<file path="config.mk">
export PLATFORM = sky130hd
export DESIGN_NAME = bitmap_fixed_block_allocator_top
export DESIGN_NICKNAME = d
export VERILOG_FILES = /design/src/rtl/bfba_pkg.sv /design/src/rtl/bfba_ram.sv /design/src/rtl/bfba_div.sv /design/src/rtl/bitmap_fixed_block_allocator_top.sv
export SDC_FILE = /design/constraint.sdc
export NUM_CORES = 1
export LEC_CHECK = 0
export ABC_AREA = 1
export BUFFER_PORTS_ARGS = -buffer_cell sky130_fd_sc_hd__buf_2
export CAP_MARGIN = 20
export CORE_MARGIN = 2
export CORE_UTILIZATION = 55
export DETAILED_ROUTE_END_ITERATION = 6
export GPL_TIMING_DRIVEN = 0
export PLACE_DENSITY = 0.73
export SYNTH_ARGS = -nofsm -noshare
export SYNTH_HDL_FRONTEND = slang
export SYNTH_HIERARCHICAL = 1
export SYNTH_SLANG_ARGS = --single-unit
export TNS_END_PERCENT = 50
</file>
<file path="constraint.sdc">
create_clock -name aclk -period 5.9 [get_ports aclk]
set_clock_uncertainty 0.1 [all_clocks]
set_input_delay 0 -clock aclk [delete_from_list [all_inputs] [get_ports aclk]]
set_output_delay 0 -clock aclk [all_outputs]
set_load 0.1 [all_outputs]
</file>
<file path="src/rtl/bfba_pkg.sv">
`default_nettype none

package bfba_pkg;

    // Fixed field widths of the configuration registers and stream fields.
    localparam int SIZE_W     = 16;
    localparam int COUNT_W    = 9;
    localparam int OP_W       = 2;
    localparam int STATUS_W   = 2;
    localparam int CFG_IDX_W  = 2;

    // The free bitmap is stored in rows of this many blocks.
    localparam int ROW_BITS   = 32;
    localparam int ROW_SH     = 5;

    // Operation codes carried in the input tuser.
    typedef enum logic [OP_W-1:0] {
        OP_ALLOC = 2'd0,
        OP_FREE  = 2'd1,
        OP_QUERY = 2'd2
    } opcode_t;

    // Result status codes carried in the output tuser.
    typedef enum logic [STATUS_W-1:0] {
        STATUS_OK           = 2'd0,
        STATUS_FULL         = 2'd1,
        STATUS_NOT_BLOCK    = 2'd2,
        STATUS_ALREADY_FREE = 2'd3
    } status_t;

    // Configuration register indexes.
    typedef enum logic [CFG_IDX_W-1:0] {
        CFG_BASE  = 2'd0,
        CFG_SIZE  = 2'd1,
        CFG_COUNT = 2'd2
    } cfg_index_t;

    // Sequencer states.
    typedef enum logic [3:0] {
        ST_IDLE,
        ST_ALLOC_RD,
        ST_ALLOC_CHK,
        ST_ALLOC_MUL,
        ST_ALLOC_ADD,
        ST_DIV,
        ST_FREE_RD,
        ST_FREE_CHK,
        ST_DONE
    } state_t;

    // Status of the address locator returned to the sequencer.
    typedef struct packed {
        logic done;
        logic exact;
        logic in_range;
    } div_res_t;

endpackage

`default_nettype wire

</file>
<file path="src/rtl/bfba_ram.sv">
`default_nettype none

module bfba_ram #(
    parameter int WIDTH = 32,
    parameter int DEPTH = 8
) (
    input  wire logic                     aclk,
    input  wire logic                     we,
    input  wire logic [$clog2(DEPTH)-1:0] waddr,
    input  wire logic [WIDTH-1:0]         wdata,
    input  wire logic [$clog2(DEPTH)-1:0] raddr,
    output logic      [WIDTH-1:0]         rdata
);

    logic [WIDTH-1:0] mem [DEPTH];

    // One write port and one registered read port.
    always_ff @(posedge aclk) begin
        if (we) begin
            mem[waddr] <= wdata;
        end
        rdata <= mem[raddr];
    end

endmodule

`default_nettype wire

</file>
<file path="src/rtl/bfba_div.sv">
`default_nettype none

module bfba_div #(
    parameter int ADDR_WIDTH = 32,
    parameter int IDX_W      = 8,
    parameter int CNT_W      = 9
) (
    input  wire logic                       aclk,
    input  wire logic                       aresetn,
    input  wire logic                       start,
    input  wire logic [ADDR_WIDTH-1:0]      dividend,
    input  wire logic [bfba_pkg::SIZE_W-1:0] divisor,
    input  wire logic [CNT_W-1:0]           limit,
    output bfba_pkg::div_res_t              res,
    output logic      [IDX_W-1:0]           idx
);

    localparam int SW     = bfba_pkg::SIZE_W;
    localparam int STEP_W = $clog2(ADDR_WIDTH);

    logic              busy_reg, busy_next;
    logic              done_reg, done_next;
    logic [STEP_W-1:0] step_reg, step_next;
    logic [SW-1:0]     rem_reg, rem_next;
    logic [SW-1:0]     dvs_reg, dvs_next;
    logic [ADDR_WIDTH-1:0] quo_reg, quo_next;

    logic [SW:0] trial;
    logic [SW:0] diff;
    logic        ge;

    // One restoring-division step: shift in the next dividend bit and subtract.
    assign trial = {rem_reg, quo_reg[ADDR_WIDTH-1]};
    assign ge    = trial >= {1'b0, dvs_reg};
    assign diff  = trial - {1'b0, dvs_reg};

    always_comb begin
        busy_next = busy_reg;
        done_next = 1'b0;
        step_next = step_reg;
        rem_next  = rem_reg;
        dvs_next  = dvs_reg;
        quo_next  = quo_reg;
        if (start) begin
            busy_next = 1'b1;
            step_next = '0;
            rem_next  = '0;
            dvs_next  = divisor;
            quo_next  = dividend;
        end else if (busy_reg) begin
            rem_next  = ge ? diff[SW-1:0] : trial[SW-1:0];
            quo_next  = {quo_reg[ADDR_WIDTH-2:0], ge};
            step_next = step_reg + STEP_W'(1);
            if (step_reg == STEP_W'(ADDR_WIDTH - 1)) begin
                busy_next = 1'b0;
                done_next = 1'b1;
            end
        end
    end

    always_ff @(posedge aclk) begin
        if (!aresetn) begin
            busy_reg <= 1'b0;
            done_reg <= 1'b0;
            step_reg <= '0;
        end else begin
            busy_reg <= busy_next;
            done_reg <= done_next;
            step_reg <= step_next;
        end
        rem_reg <= rem_next;
        dvs_reg <= dvs_next;
        quo_reg <= quo_next;
    end

    // The address is a block start when the remainder is zero and the quotient
    // names an active block. Fields are done, exact and in_range from the top bit.
    assign res = {done_reg, (rem_reg == '0), (quo_reg < ADDR_WIDTH'(limit))};
    assign idx = quo_reg[IDX_W-1:0];

endmodule

`default_nettype wire

</file>
<file path="src/rtl/bitmap_fixed_block_allocator_top.sv">
`default_nettype none

// Fixed-size block allocator over a free bitmap.
// Input stream: tuser carries the operation (allocate, free, query) and tdata the
// block address used by free and query. Each accepted transaction produces exactly
// one result transaction: tuser carries the status, tdata the allocated block
// address and the number of blocks in use after the operation.
// The block handles one transaction at a time: s_axis_tready is high only while
// idle, and the next transaction is taken in the cycle after the result is taken.
// Allocate scans the bitmap one 32-block row at a time, reading each row and then
// checking it, up to the last row that holds an active block; a found free block
// is turned into its address by a multiply and then an add. Free and query run
// a bit-serial divide of the address offset by the block size, one quotient bit per
// cycle; a free that names an active block start then reads its bitmap row and
// marks the block free unless it already is.
// If the receiver stalls, the result is held on the master side and no new
// transaction is accepted until it is taken.
// Reset marks every block free, clears the used count and loads the registers
// with base address 0, block size 1 and block count 256. The configuration port
// must only be written while the block is idle.
module bitmap_fixed_block_allocator_top #(
    parameter int MAX_BLOCKS = 256,
    parameter int ADDR_WIDTH = 32
) (
    input  wire logic                           aclk,
    input  wire logic                           aresetn,
    // Configuration write port.
    input  wire logic                           cfg_we,
    input  wire logic [bfba_pkg::CFG_IDX_W-1:0] cfg_index,
    input  wire logic [ADDR_WIDTH-1:0]          cfg_data,
    // Input stream.
    input  wire logic                           s_axis_tvalid,
    output logic                                s_axis_tready,
    // tdata: address
    input  wire logic [((ADDR_WIDTH+7)/8)*8-1:0] s_axis_tdata,
    // tuser: opcode
    input  wire logic [bfba_pkg::OP_W-1:0]      s_axis_tuser,
    // Result stream.
    output logic                                m_axis_tvalid,
    input  wire logic                           m_axis_tready,
    // tdata: block_address, used_count
    output logic [((ADDR_WIDTH+bfba_pkg::COUNT_W+7)/8)*8-1:0] m_axis_tdata,
    // tuser: status
    output logic [bfba_pkg::STATUS_W-1:0]       m_axis_tuser
);

    localparam int ROW_BITS  = bfba_pkg::ROW_BITS;
    localparam int ROW_SH    = bfba_pkg::ROW_SH;
    localparam int SW        = bfba_pkg::SIZE_W;
    localparam int CW        = bfba_pkg::COUNT_W;
    localparam int ROWS      = (MAX_BLOCKS + ROW_BITS - 1) / ROW_BITS;
    localparam int ROW_AW    = (ROWS > 1) ? $clog2(ROWS) : 1;
    localparam int RAM_DEPTH = 2 ** ROW_AW;
    localparam int IDX_W     = ROW_AW + ROW_SH;
    localparam int CNT_W     = $clog2(MAX_BLOCKS + 1);
    localparam int CMP_W     = (CNT_W > CW) ? CNT_W : CW;
    localparam int PROD_W    = IDX_W + SW;
    localparam int OUT_W     = ((ADDR_WIDTH + CW + 7) / 8) * 8;

    bfba_pkg::state_t  state_reg, state_next;
    bfba_pkg::status_t status_reg, status_next;

    logic [ADDR_WIDTH-1:0] base_reg, base_next;
    logic [SW-1:0]         size_reg, size_next;
    logic [CW-1:0]         count_reg, count_next;
    logic [SW-1:0]         sz_reg, sz_next;
    logic                  is_free_reg, is_free_next;
    logic [ROW_AW-1:0]     row_reg, row_next;
    logic [IDX_W-1:0]      idx_reg, idx_next;
    logic [PROD_W-1:0]     prod_reg, prod_next;
    logic [ADDR_WIDTH-1:0] res_addr_reg, res_addr_next;
    logic [CNT_W-1:0]      total_reg, total_next;
    logic [RAM_DEPTH-1:0]  valid_reg, valid_next;

    logic                  s_fire;
    logic [ADDR_WIDTH-1:0] in_address;
    logic [SW-1:0]         sz_eff;
    logic [CMP_W-1:0]      count_wide;
    logic [CNT_W-1:0]      n_eff;
    logic                  div_start;
    bfba_pkg::div_res_t    div_res;
    logic [IDX_W-1:0]      div_idx;

    logic                  ram_we;
    logic [ROW_AW-1:0]     cur_row;
    logic [ROW_BITS-1:0]   ram_wdata;
    logic [ROW_BITS-1:0]   ram_rdata;
    logic [ROW_BITS-1:0]   eff_row;
    logic [ROW_BITS-1:0]   cand;
    logic                  alloc_hit;
    logic [ROW_SH-1:0]     hit_pos;
    logic [IDX_W:0]        next_start;
    logic                  scan_end;
    logic [ROW_SH-1:0]     free_bit;

    assign s_fire     = s_axis_tvalid && s_axis_tready;
    assign in_address = s_axis_tdata[ADDR_WIDTH-1:0];
    assign sz_eff     = (size_reg == '0) ? SW'(1) : size_reg;

    // Active block count, saturated to the built maximum.
    assign count_wide = CMP_W'(count_reg);
    assign n_eff      = (count_wide > CMP_W'(MAX_BLOCKS)) ? CNT_W'(MAX_BLOCKS)
                                                           : CNT_W'(count_wide);

    // Shared serial divider locating the block of an address.
    assign div_start = (state_reg == bfba_pkg::ST_IDLE) && s_fire &&
                       ((s_axis_tuser == bfba_pkg::OP_FREE) ||
                        (s_axis_tuser == bfba_pkg::OP_QUERY));

    bfba_div #(
        .ADDR_WIDTH (ADDR_WIDTH),
        .IDX_W      (IDX_W),
        .CNT_W      (CNT_W)
    ) u_div (
        .aclk     (aclk),
        .aresetn  (aresetn),
        .start    (div_start),
        .dividend (in_address - base_reg),
        .divisor  (sz_eff),
        .limit    (n_eff),
        .res      (div_res),
        .idx      (div_idx)
    );

    // Free bitmap row storage; a row never written reads as all free.
    assign cur_row = ((state_reg == bfba_pkg::ST_FREE_RD) ||
                      (state_reg == bfba_pkg::ST_FREE_CHK)) ? idx_reg[IDX_W-1:ROW_SH]
                                                             : row_reg;

    bfba_ram #(
        .WIDTH (ROW_BITS),
        .DEPTH (RAM_DEPTH)
    ) u_map (
        .aclk  (aclk),
        .we    (ram_we),
        .waddr (cur_row),
        .wdata (ram_wdata),
        .raddr (cur_row),
        .rdata (ram_rdata)
    );

    assign eff_row = valid_reg[cur_row] ? ram_rdata : '1;

    // Free blocks of the current row that lie below the active count.
    always_comb begin
        for (int j = 0; j < ROW_BITS; j++) begin
            cand[j] = eff_row[j] &&
                      ({1'b0, row_reg, ROW_SH'(j)} < (IDX_W+1)'(n_eff));
        end
    end

    // Lowest free candidate in the row.
    always_comb begin
        alloc_hit = 1'b0;
        hit_pos   = '0;
        for (int j = ROW_BITS - 1; j >= 0; j--) begin
            if (cand[j]) begin
                alloc_hit = 1'b1;
                hit_pos   = ROW_SH'(j);
            end
        end
    end

    assign next_start = {(ROW_AW+1)'({1'b0, row_reg}) + (ROW_AW+1)'(1), {ROW_SH{1'b0}}};
    assign scan_end   = next_start >= (IDX_W+1)'(n_eff);
    assign free_bit   = idx_reg[ROW_SH-1:0];

    // Next-state logic of the sequencer.
    always_comb begin
        state_next = state_reg;
        case (state_reg)
            bfba_pkg::ST_IDLE: begin
                if (s_fire) begin
                    case (s_axis_tuser)
                        bfba_pkg::OP_ALLOC: state_next = bfba_pkg::ST_ALLOC_RD;
                        bfba_pkg::OP_FREE:  state_next = bfba_pkg::ST_DIV;
                        bfba_pkg::OP_QUERY: state_next = bfba_pkg::ST_DIV;
                        default:            state_next = bfba_pkg::ST_DONE;
                    endcase
                end
            end
            bfba_pkg::ST_ALLOC_RD:  state_next = bfba_pkg::ST_ALLOC_CHK;
            bfba_pkg::ST_ALLOC_CHK: begin
                if (alloc_hit) begin
                    state_next = bfba_pkg::ST_ALLOC_MUL;
                end else if (scan_end) begin
                    state_next = bfba_pkg::ST_DONE;
                end else begin
                    state_next = bfba_pkg::ST_ALLOC_RD;
                end
            end
            bfba_pkg::ST_ALLOC_MUL: state_next = bfba_pkg::ST_ALLOC_ADD;
            bfba_pkg::ST_ALLOC_ADD: state_next = bfba_pkg::ST_DONE;
            bfba_pkg::ST_DIV: begin
                if (div_res.done) begin
                    if (div_res.exact && div_res.in_range && is_free_reg) begin
                        state_next = bfba_pkg::ST_FREE_RD;
                    end else begin
                        state_next = bfba_pkg::ST_DONE;
                    end
                end
            end
            bfba_pkg::ST_FREE_RD:  state_next = bfba_pkg::ST_FREE_CHK;
            bfba_pkg::ST_FREE_CHK: state_next = bfba_pkg::ST_DONE;
            bfba_pkg::ST_DONE: begin
                if (m_axis_tready) begin
                    state_next = bfba_pkg::ST_IDLE;
                end
            end
            default: state_next = bfba_pkg::ST_IDLE;
        endcase
    end

    // Datapath and memory control driven by the sequencer state.
    always_comb begin
        status_next   = status_reg;
        sz_next       = sz_reg;
        is_free_next  = is_free_reg;
        row_next      = row_reg;
        idx_next      = idx_reg;
        prod_next     = prod_reg;
        res_addr_next = res_addr_reg;
        total_next    = total_reg;
        valid_next    = valid_reg;
        ram_we        = 1'b0;
        ram_wdata     = eff_row;
        case (state_reg)
            bfba_pkg::ST_IDLE: begin
                if (s_fire) begin
                    row_next      = '0;
                    sz_next       = sz_eff;
                    is_free_next  = (s_axis_tuser == bfba_pkg::OP_FREE);
                    res_addr_next = '0;
                    status_next   = bfba_pkg::STATUS_NOT_BLOCK;
                end
            end
            bfba_pkg::ST_ALLOC_CHK: begin
                if (alloc_hit) begin
                    ram_we              = 1'b1;
                    ram_wdata           = eff_row & ~(ROW_BITS'(1) << hit_pos);
                    valid_next[cur_row] = 1'b1;
                    idx_next            = {row_reg, hit_pos};
                    total_next          = total_reg + CNT_W'(1);
                end else if (scan_end) begin
                    status_next = bfba_pkg::STATUS_FULL;
                end else begin
                    row_next = row_reg + ROW_AW'(1);
                end
            end
            bfba_pkg::ST_ALLOC_MUL: begin
                prod_next = PROD_W'(idx_reg) * PROD_W'(sz_reg);
            end
            bfba_pkg::ST_ALLOC_ADD: begin
                res_addr_next = base_reg + ADDR_WIDTH'(prod_reg);
                status_next   = bfba_pkg::STATUS_OK;
            end
            bfba_pkg::ST_DIV: begin
                if (div_res.done) begin
                    idx_next = div_idx;
                    if (div_res.exact && div_res.in_range && !is_free_reg) begin
                        status_next = bfba_pkg::STATUS_OK;
                    end
                end
            end
            bfba_pkg::ST_FREE_CHK: begin
                if (eff_row[free_bit]) begin
                    status_next = bfba_pkg::STATUS_ALREADY_FREE;
                end else begin
                    ram_we              = 1'b1;
                    ram_wdata           = eff_row | (ROW_BITS'(1) << free_bit);
                    valid_next[cur_row] = 1'b1;
                    if (total_reg != '0) begin
                        total_next = total_reg - CNT_W'(1);
                    end
                    status_next = bfba_pkg::STATUS_OK;
                end
            end
            default: begin
            end
        endcase
    end

    // Configuration register writes.
    always_comb begin
        base_next  = base_reg;
        size_next  = size_reg;
        count_next = count_reg;
        if (cfg_we) begin
            case (cfg_index)
                bfba_pkg::CFG_BASE:  base_next  = cfg_data;
                bfba_pkg::CFG_SIZE:  size_next  = cfg_data[SW-1:0];
                bfba_pkg::CFG_COUNT: count_next = cfg_data[CW-1:0];
                default: begin
                end
            endcase
        end
    end

    always_ff @(posedge aclk) begin
        if (!aresetn) begin
            state_reg  <= bfba_pkg::ST_IDLE;
            base_reg   <= '0;
            size_reg   <= SW'(1);
            count_reg  <= CW'(256);
            total_reg  <= '0;
            valid_reg  <= '0;
        end else begin
            state_reg  <= state_next;
            base_reg   <= base_next;
            size_reg   <= size_next;
            count_reg  <= count_next;
            total_reg  <= total_next;
            valid_reg  <= valid_next;
        end
        status_reg   <= status_next;
        sz_reg       <= sz_next;
        is_free_reg  <= is_free_next;
        row_reg      <= row_next;
        idx_reg      <= idx_next;
        prod_reg     <= prod_next;
        res_addr_reg <= res_addr_next;
    end

    // Stream outputs.
    assign s_axis_tready = (state_reg == bfba_pkg::ST_IDLE);
    assign m_axis_tvalid = (state_reg == bfba_pkg::ST_DONE);
    assign m_axis_tdata  = OUT_W'({CW'(total_reg), res_addr_reg});
    assign m_axis_tuser  = status_reg;

    // The block never takes new input while a result is pending.
    a_one_at_a_time: assert property (@(posedge aclk) disable iff (!aresetn)
        !(s_axis_tready && m_axis_tvalid))
        else $error("input accepted while a result is pending");

    // The used count can never exceed the number of blocks built.
    a_total_bound: assert property (@(posedge aclk) disable iff (!aresetn)
        total_reg <= CNT_W'(MAX_BLOCKS))
        else $error("used count above the pool size");

    // A failed allocation reports a zero address.
    a_full_zero: assert property (@(posedge aclk) disable iff (!aresetn)
        (m_axis_tvalid && (status_reg == bfba_pkg::STATUS_FULL)) |-> (res_addr_reg == '0))
        else $error("failed allocation with nonzero address");

    // A found free block raises the used count by one.
    a_alloc_count: assert property (@(posedge aclk) disable iff (!aresetn)
        ((state_reg == bfba_pkg::ST_ALLOC_CHK) && alloc_hit) |=>
        (total_reg == $past(total_reg) + CNT_W'(1)))
        else $error("allocation did not update the used count");

endmodule

`default_nettype wire
</file>
# Word-level counts from Yosys, hierarchy flattened
# Memories as Yosys holds them, arrays and structs flattened. A register that Yosys moved wholly into a read port is not among the register bits.
# Cells that the tools add are included.
# classes
eq_ne	23
n_bitwise	6
mux	120
n_reduce_logical	69
shifts	2
multipliers	1
order_cmp	39
addsub	8
# ops
cell	n
8-bit by 9-bit less-than comparator with 1-bit output	32
32-bit 2-to-1 mux	6
5-bit 2-to-1 mux	32
32-bit one-hot mux with 2 select lines	2
1-bit by 5-bit left shift with 32-bit output (first input constant)	2
1-bit 2-to-1 mux	43
1-bit logical AND	39
9-bit 2-to-1 mux	4
32-bit by 24-bit adder with 32-bit output	1
32-bit bitwise AND	1
16-bit zero test	2
32-bit by 9-bit less-than comparator with 1-bit output	1
16-bit 2-to-1 mux	2
8-bit 2-to-1 mux	4
32-bit inverter	1
32-bit OR	1
4-bit one-hot mux with 8 select lines	1
8-bit one-hot mux with 2 select lines	2
32-bit subtractor	1
8-bit by 16-bit multiplier with 24-bit output	1
4-bit 2-to-1 mux	6
9-bit one-hot mux with 2 select lines	1
17-bit by 16-bit >= comparator with 1-bit output	1
4-bit by 3-bit == test with 1-bit output (second input constant)	4
other kinds (43)	78
# totals
memories	1
regBits	235
output_inout_bits	52
elab_cells	288
ramBits	256
input_bits	73
# mem_list
memory	words	word_bits	rd	rd_ports_with_merged_regs	write_ports	line_no	rtl
u_map.mem	8	32	1	1	1	bfba_ram.sv:15	logic [WIDTH-1:0] mem [DEPTH];

# Depth between registers and ports, before layout
# Gate-level depths: netlist of run 1.
# logic_depth
depth_word	44
depth_mapped	50
depth_no_buf	50

# Hierarchy
# Netlist of run 1, hierarchy kept.
# by_module_without_submodules
mod	n_inst	seq_area_each_um2	cells_each	area_each_um2
bitmap_fixed_block_allocator_top	1	4144.0	2059	15195.8
bfba_ram	1	8328.0	1156	11872.6
bfba_div	1	1901.8	573	4458.0

# Least setup slack after synthesis of run 1
# OpenSTA, ideal clock, no wires.
# synth_timing
path_kind	reg-to-reg
from	register idx_reg[4]
to	register prod_reg[23], data pin
stages_incl_launch_ff	34
setup_slack_ns	0.159
t_required_ns	5.539
n_path_buf	3
arrival_time_ns	5.380
setup_time_ns	0.261
period_less_slack_ns	5.741
cell_sequence	edfxtp_1 -> clkbuf_1 -> buf_1 -> clkbuf_1 -> nand2_1 -> inv_1 -> fa_1 -> fa_1 -> inv_1 -> fa_1 -> fa_1 -> inv_1 -> ha_1 -> nand2_1 -> nor2_1 -> a211oi_1 -> o21ai_0 -> nand2_1 -> nand2_1 -> nand3_1 -> nand2_1 -> nand3_1 -> nand2_1 -> nand3_1 -> nand2_1 -> a21o_1 -> a21oi_1 -> o21ai_0 -> nand3_1 -> nand2_1 -> a21oi_1 -> nor2_1 -> nor2_1 -> xor2_1
# synth_via
elab_chain_cells	1
# synth_lines
element	line_no	rtl
start, declared	bitmap_fixed_block_allocator_top.sv:69	logic [IDX_W-1:0] idx_reg, idx_next;
start signal, assigned	bitmap_fixed_block_allocator_top.sv:319	idx_reg <= idx_next;
8-bit by 16-bit multiplier with 24-bit output	bitmap_fixed_block_allocator_top.sv:251	prod_next = PROD_W'(idx_reg) * PROD_W'(sz_reg);
end signal, assigned	bitmap_fixed_block_allocator_top.sv:320	prod_reg <= prod_next;
end, declared	bitmap_fixed_block_allocator_top.sv:70	logic [PROD_W-1:0] prod_reg, prod_next;
# Every way passes these cells.
# A chain may end at the register's enable or synchronous reset.

# Worst setup path after layout of run 1
# layout_timing
from	register idx_reg[0]
to	register prod_reg[22], data pin
# The elaborated chain is that of the path after synthesis.

==> metrics, run 1 <==
ANT cells=0; Tmin final=5580 ps; Crit path largest cell delay=about 530 ps; ys flop type=edfxtp_1; Sw Ratio=46.1%; number of flip-flops in the largest register=256; R2R depth=29; Fin. Hold Viols=0; LEAKAGE=17.3 nW; syn_area_per_cell=8.32 um^2; Slowest-stage cell, CP=fa_1; placed insts=4679; kind of start point of the critical path=flop; CTS tree=done; largest net degree at the start of global routing=41; Antenna Nets Post-Route=0; Worst-path clk slew=60 ps; DR iter-0 viols=approximately 2.2k; VDD IR-drop max=slightly below 900 uV; Final Non-Filler Cells=~5k; vias per cell=roughly 5.3; EDFF count, synth=390; Congestion Overflow GR=0; sequential power share=27.8%; Core Util, Final=about 64%; #FFs+latches synth=523; share of the yosys chip area belonging to registers=45.6%; Core Box Area=roughly 56000 um^2; Fmax=between 0.15 and 0.2 GHz; RSZ-0062 raised after global routing=yes; Tot Pwr=about 21 mW; Int Power=11.3 mW; fillers=4626; top post-synthesis cells by area=edfxtp_1 (37%), nand2_1 (12%), inv_1 (8.5%), dfxtp_1 (8.4%), ha_1 (5.7%); Die Area=about 59000 um^2; Area Growth Syn to Fin=15.2%; Yosys Warn Count=6; synthesized netlist cell count=around 3.8k; Starting Density=55.8%; Die Span X=243 um; cell mode on critical path=nand2_1; DRT Pass-1 Iters=6; critical path fanouts, max=10; crit share post-route=94.6%; logic gate share of total power=56.0%; Synth area leader=edfxtp_1; WL final=about 88 mm; routed len/inst=roughly 18 um; Async SR Flop Fraction=0%; Least-Margin Pin Slew=926 ps; Top-Level Pins=125; clk_lat worst skew=a little over 600 ps; CP Class=reg -> reg; share of cells above drive strength 1=a little over a tenth; Final setup violation count=0; pwr/cell area=578 nW/um^2; PortBufs=approximately 120; clk buf depth=3; relative slew slack=38.2%; H-tree lvl count=2; library cells used by synthesis=63; initial antenna violation count=2; Crit path required time=6160 ps; Cell Area, Placed=33400 um^2; P_sw=roughly 9.7 mW; hold crit path type=in -> reg; Std-Cell Rows=87; Final HPWL DP=about 65 mm; worst hold path depth=7; die span in y=approximately 240 um; commonest non-fill, non-tap cells in the layout=nand2_1 (1028), inv_1 (711), edfxtp_1 (390); GRT Util Overall=29.9%; status=finished, final reports clean; Cell Area, Synth=about 32000 um^2; gpl congestion=1.03; cts bufs inserted=53; Slew Limit Fails=0; Reg with most FFs=u_map/mem; Setup crit end kind=flop; commonest non-fill, non-tap cell in the layout=nand2_1; Final Cell Area=36300 um^2; share of the synthesized area in the top cell type=between 30% and 40%; Post-route DRC=0; via count=around 26k; clock root buffer master=clkbuf_16; Max-Cap Viols=0; Worst EP arrival=5840 ps; first-pass GRT wire length=138 mm; NumNets Final=4385; CTS sink cnt=523; number of global-route vias before repair=25.5k; power share of the clock group=16.2%
[stage by stage]
| step | TNS, ps | setup slack (ps) | hold slack, ps |
|---|---|---|---|
| detailed placement | -6640 | -1170 | 147 |
| floorplan | 0 | 159 | 26.3 |
| CTS | 0 | 2.78 | 37.0 |
| global placement | -344160 | -1450 | 141 |
| global route | -51.7 | -51.7 | 118 |
| finish | 0 | 318 | 85.7 |
[cells by family (layout without fill, tap and decap cells)]
| kind of cell | Yosys count | after routing | share of synthesized area (%) |
|---|---|---|---|
| other | 1 | 7 | 0.0119 |
| xor gates and xnor gates | 63 | 63 | 1.75 |
| AOI/OAI and AO/OA | 448 | 448 | 7.93 |
| and+or+nand+nor | 1631 | 1631 | 22.1 |
| buffers and inverters | 891 | 1222 | 11.4 |
| adders and majority gates | 231 | 231 | 11.3 |
| DFF | 523 | 523 | 45.6 |
[metal layers]
layer  wire, um  GRT usage, %
met4       4950          14.9
met2      42200          50.8
met3       6090          4.40
met1      35200          37.2
met5         21             0
[power by group through the flow]
stage	Clock, mW	Sequential, mW	Combinational (mW)
CTS	3.42	5.82	11.5
detailed placement	0	5.87	11.2
global route	3.56	5.87	13.1
floorplan	0	6.66	7.47
finish	3.39	5.83	11.8
global placement	0	5.88	11.0
[path summary, 6_finish.rpt]
check                  start  slack, ps                 to
max reg2reg       idx_reg[0]        320       prod_reg[22]
min          s_axis_tuser[1]         90  u_div/dvs_reg[11]
min reg2reg     valid_reg[6]        360       valid_reg[6]
max               idx_reg[0]        320       prod_reg[22]
[synth_stat cells, drive strengths merged, types with 23 or more instances]
library cell	n
nor3	30
fa	88
or2	23
nand2	1059
inv	724
dfxtp	133
nand3	266
clkbuf	85
nor2	192
ha	143
edfxtp	390
buf	77
o21ai	161
xor2	41
a21oi	201
nand4	40
[cell type report]
class                           instances  area (um^2)  share of cell area [%]
Sequential cell                       523        14400                    39.6
Multi-Input combinational cell       2380        13700                    37.8
Inverter                              729         2740                    7.54
Timing Repair Buffer                  242         1900                    5.23
Clock buffer                           70         1510                    4.17
Tap cell                              756          946                    2.60
Buffer                                152          843                    2.32
Clock inverter                         29          262                   0.720
[critical path: cells and delay by family, from the launching register on]
family	cells	cell delay (ps)
buffers and inverters	5	940
AND/OR/NAND/NOR	10	820
XOR/XNOR	1	80
adder cells (fa/ha/maj)	4	1620
AO/OA/AOI/OAI	9	1440
flip-flops	1	340
[timing repair]
action	4_1_cts	5_1_grt
cloned	0	1
hold buffers	98	0
endpoints found under the hold margin	119	0
buffers inserted	5	9
pin swaps	2	11
gates resized for setup	19	30
endpoints found under the setup margin	10	287
Note: power is estimated with default switching activity, not from simulation.
==> run 2, diff against run 1 <==
--- a/config.mk
+++ b/config.mk
@@ -10,9 +10,11 @@
 export CAP_MARGIN = 20
 export CORE_MARGIN = 2
 export CORE_UTILIZATION = 55
+export CTS_BUF_LIST = sky130_fd_sc_hd__clkbuf_4
 export DETAILED_ROUTE_END_ITERATION = 6
 export GPL_TIMING_DRIVEN = 0
 export PLACE_DENSITY = 0.73
+export SLEW_MARGIN = 15
 export SYNTH_ARGS = -nofsm -noshare
 export SYNTH_HDL_FRONTEND = slang
 export SYNTH_HIERARCHICAL = 1
==> metrics, run 2 (synthesis gave the netlist of run 1 again) <==
Final Worst Setup Slack=366 ps (was 318 ps); RSZ-0062 raised after global routing=yes (unchanged); crit share post-route=93.8% (was 94.6%); Final setup violation count=0 (unchanged); share of cells above drive strength 1=13.1% (was 10.7%); Std-Cell Rows=87 (unchanged); Tmin final=5530 ps (was 5580 ps); Slew Limit Fails=0 (unchanged); Fmax=0.181 GHz (was 0.179 GHz); gpl congestion=1.03 (unchanged); Worst-path clk slew=80 ps (was 60 ps); routed len/inst=18.0 um (was 18.1 um); DR iter-0 viols=2370 (was 2180); Congestion Overflow GR=0 (unchanged); clock root buffer master=clkbuf_4 (was clkbuf_16); Setup crit end kind=flop (unchanged); number of flip-flops in the largest register=256 (unchanged); number of global-route vias before repair=26.8k (was 25.5k); WL final=92.3 mm (was 88.4 mm); commonest non-fill, non-tap cells in the layout=nand2_1 (1026), inv_1 (712), edfxtp_1 (390) (was nand2_1 (1028), inv_1 (711), edfxtp_1 (390)); Least-Margin Pin Slew=985 ps (was 926 ps); Core Box Area=56500 um^2 (unchanged); Final HPWL DP=65.3 mm (was 65.2 mm); CTS sink cnt=523 (unchanged); largest net degree at the start of global routing=39 (was 41); initial antenna violation count=5 (was 2); vias per cell=5.34 (was 5.33); Area Growth Syn to Fin=18.5% (was 15.2%); CTS tree=done (unchanged); VDD IR-drop max=947 uV (was 867 uV); CP Class=reg -> reg (unchanged); PortBufs=117 (unchanged); pwr/cell area=560 nW/um^2 (was 578 nW/um^2); LEAKAGE=17.9 nW (was 17.3 nW); cts bufs inserted=136 (was 53); Tot Pwr=20.9 mW (was 21.0 mW); Crit path required time=6460 ps (was 6160 ps); Fin Hold WS=208 ps (was 85.7 ps); first-pass GRT wire length=144 mm (was 138 mm); via count=27.4k (was 26.0k); hold crit path type=in -> reg (unchanged); DRT Pass-1 Iters=6 (unchanged); GRT Util Overall=31.5% (was 29.9%); Fin. Hold Viols=0 (unchanged); Post-route DRC=0 (unchanged); worst hold path depth=6 (was 7); Core Util, Final=66.1% (was 64.3%); Antenna Nets Post-Route=0 (unchanged); Place WS=-1170 ps (about the same); relative slew slack=33.3% (was 38.2%); critical path fanouts, max=8 (was 10); kind of start point of the critical path=flop (unchanged); Reg with most FFs=u_map/mem (unchanged); status=finished, final reports clean (unchanged); Max-Cap Viols=0 (unchanged); R2R depth=25 (was 29); clk_lat worst skew=980 ps (was 620 ps); NumNets Final=4575 (was 4385); fillers=4481 (was 4626); H-tree lvl count=4 (was 2); Die Area=59300 um^2 (unchanged); die span in y=243 um (unchanged); clk buf depth=3 (unchanged); Starting Density=55.8% (unchanged); Die Span X=243 um (unchanged); commonest non-fill, non-tap cell in the layout=nand2_1 (unchanged); Top-Level Pins=125 (unchanged); Worst EP arrival=6090 ps (was 5840 ps)
run 2: power breakdown:
group / switching [mW] / internal, mW / total (mW)
Sequential: 0.313 / 5.52 / 5.83
Combinational: 7.98 / 3.91 / 11.9
Clock: 1.53 / 1.67 / 3.20
Total: 9.82 / 11.1 / 20.9
run 2: layout make-up:
cell class                 instances  area, um^2  share of cell area [%]
clock buffer                     203        1520                    4.08
sequential                       523       14400                    38.5
antenna                            4        10.0                  0.0268
buffer                           153         847                    2.27
clock inverter                    42         244                   0.653
inverter                         729        2740                    7.33
multi-input combinational       2380       13700                    36.8
timing repair buffer             348        2940                    7.86
tap                              756         946                    2.53
run 2: metrics by stage:
| stage | area [um^2] | instances | setup TNS [ps] |
|---|---|---|---|
| after floorplan | 31500 | 3794 | 0 |
| after global placement | 33100 | 4667 | -344160 |
| after detailed placement | 33300 | 4677 | -6700 |
| after CTS | 37200 | 5122 | 0 |
| after global routing | 37400 | 5138 | -6.84 |
| final | 37400 | 5138 | 0 |
run 2: worst paths after layout:
path              startpoint                to  slack (ps)
max                sz_reg[0]      prod_reg[22]         370
min          s_axis_tdata[8]  u_div/quo_reg[8]         210
max reg2reg        sz_reg[0]      prod_reg[22]         370
min reg2reg     valid_reg[5]      valid_reg[5]         360
run 2: critical path, stage by stage, from the launching register on:
cell and delay, ps:
edfxtp_1 320, clkbuf_1 340, nand2_1 140, fa_1 520, fa_1 540, inv_1 60, fa_1 520, fa_1 500
ha_1 280, inv_1 60, o21ai_1 220, nand2_1 70, nand2_1 70, a21oi_1 90, o21ai_1 220, nand3_1 100
nand2_1 110, a21o_1 160, a21oi_2 80, o21ai_2 180, nand3_1 90, nand2_1 100, a21oi_1 70, nor2_1 100
nor2_1 60, xor2_1 130
run 2: routing by layer:
metal | global-route usage [%] | share of wire (%)
met1 | 38.8 | 40
met4 | 18.4 | 6.1
met5 | 0 | 0.011
met2 | 52.0 | 48
met3 | 5.42 | 6.7
run 2: repair_timing:
action                                  4_1_cts  5_1_grt
cloned                                        0        1
hold buffers                                201        0
hold endpoints to repair                    178        0
buffers inserted                              6       13
gates resized for setup                      20       33
endpoints found under the setup margin       11      328
pin swaps                                     2        5
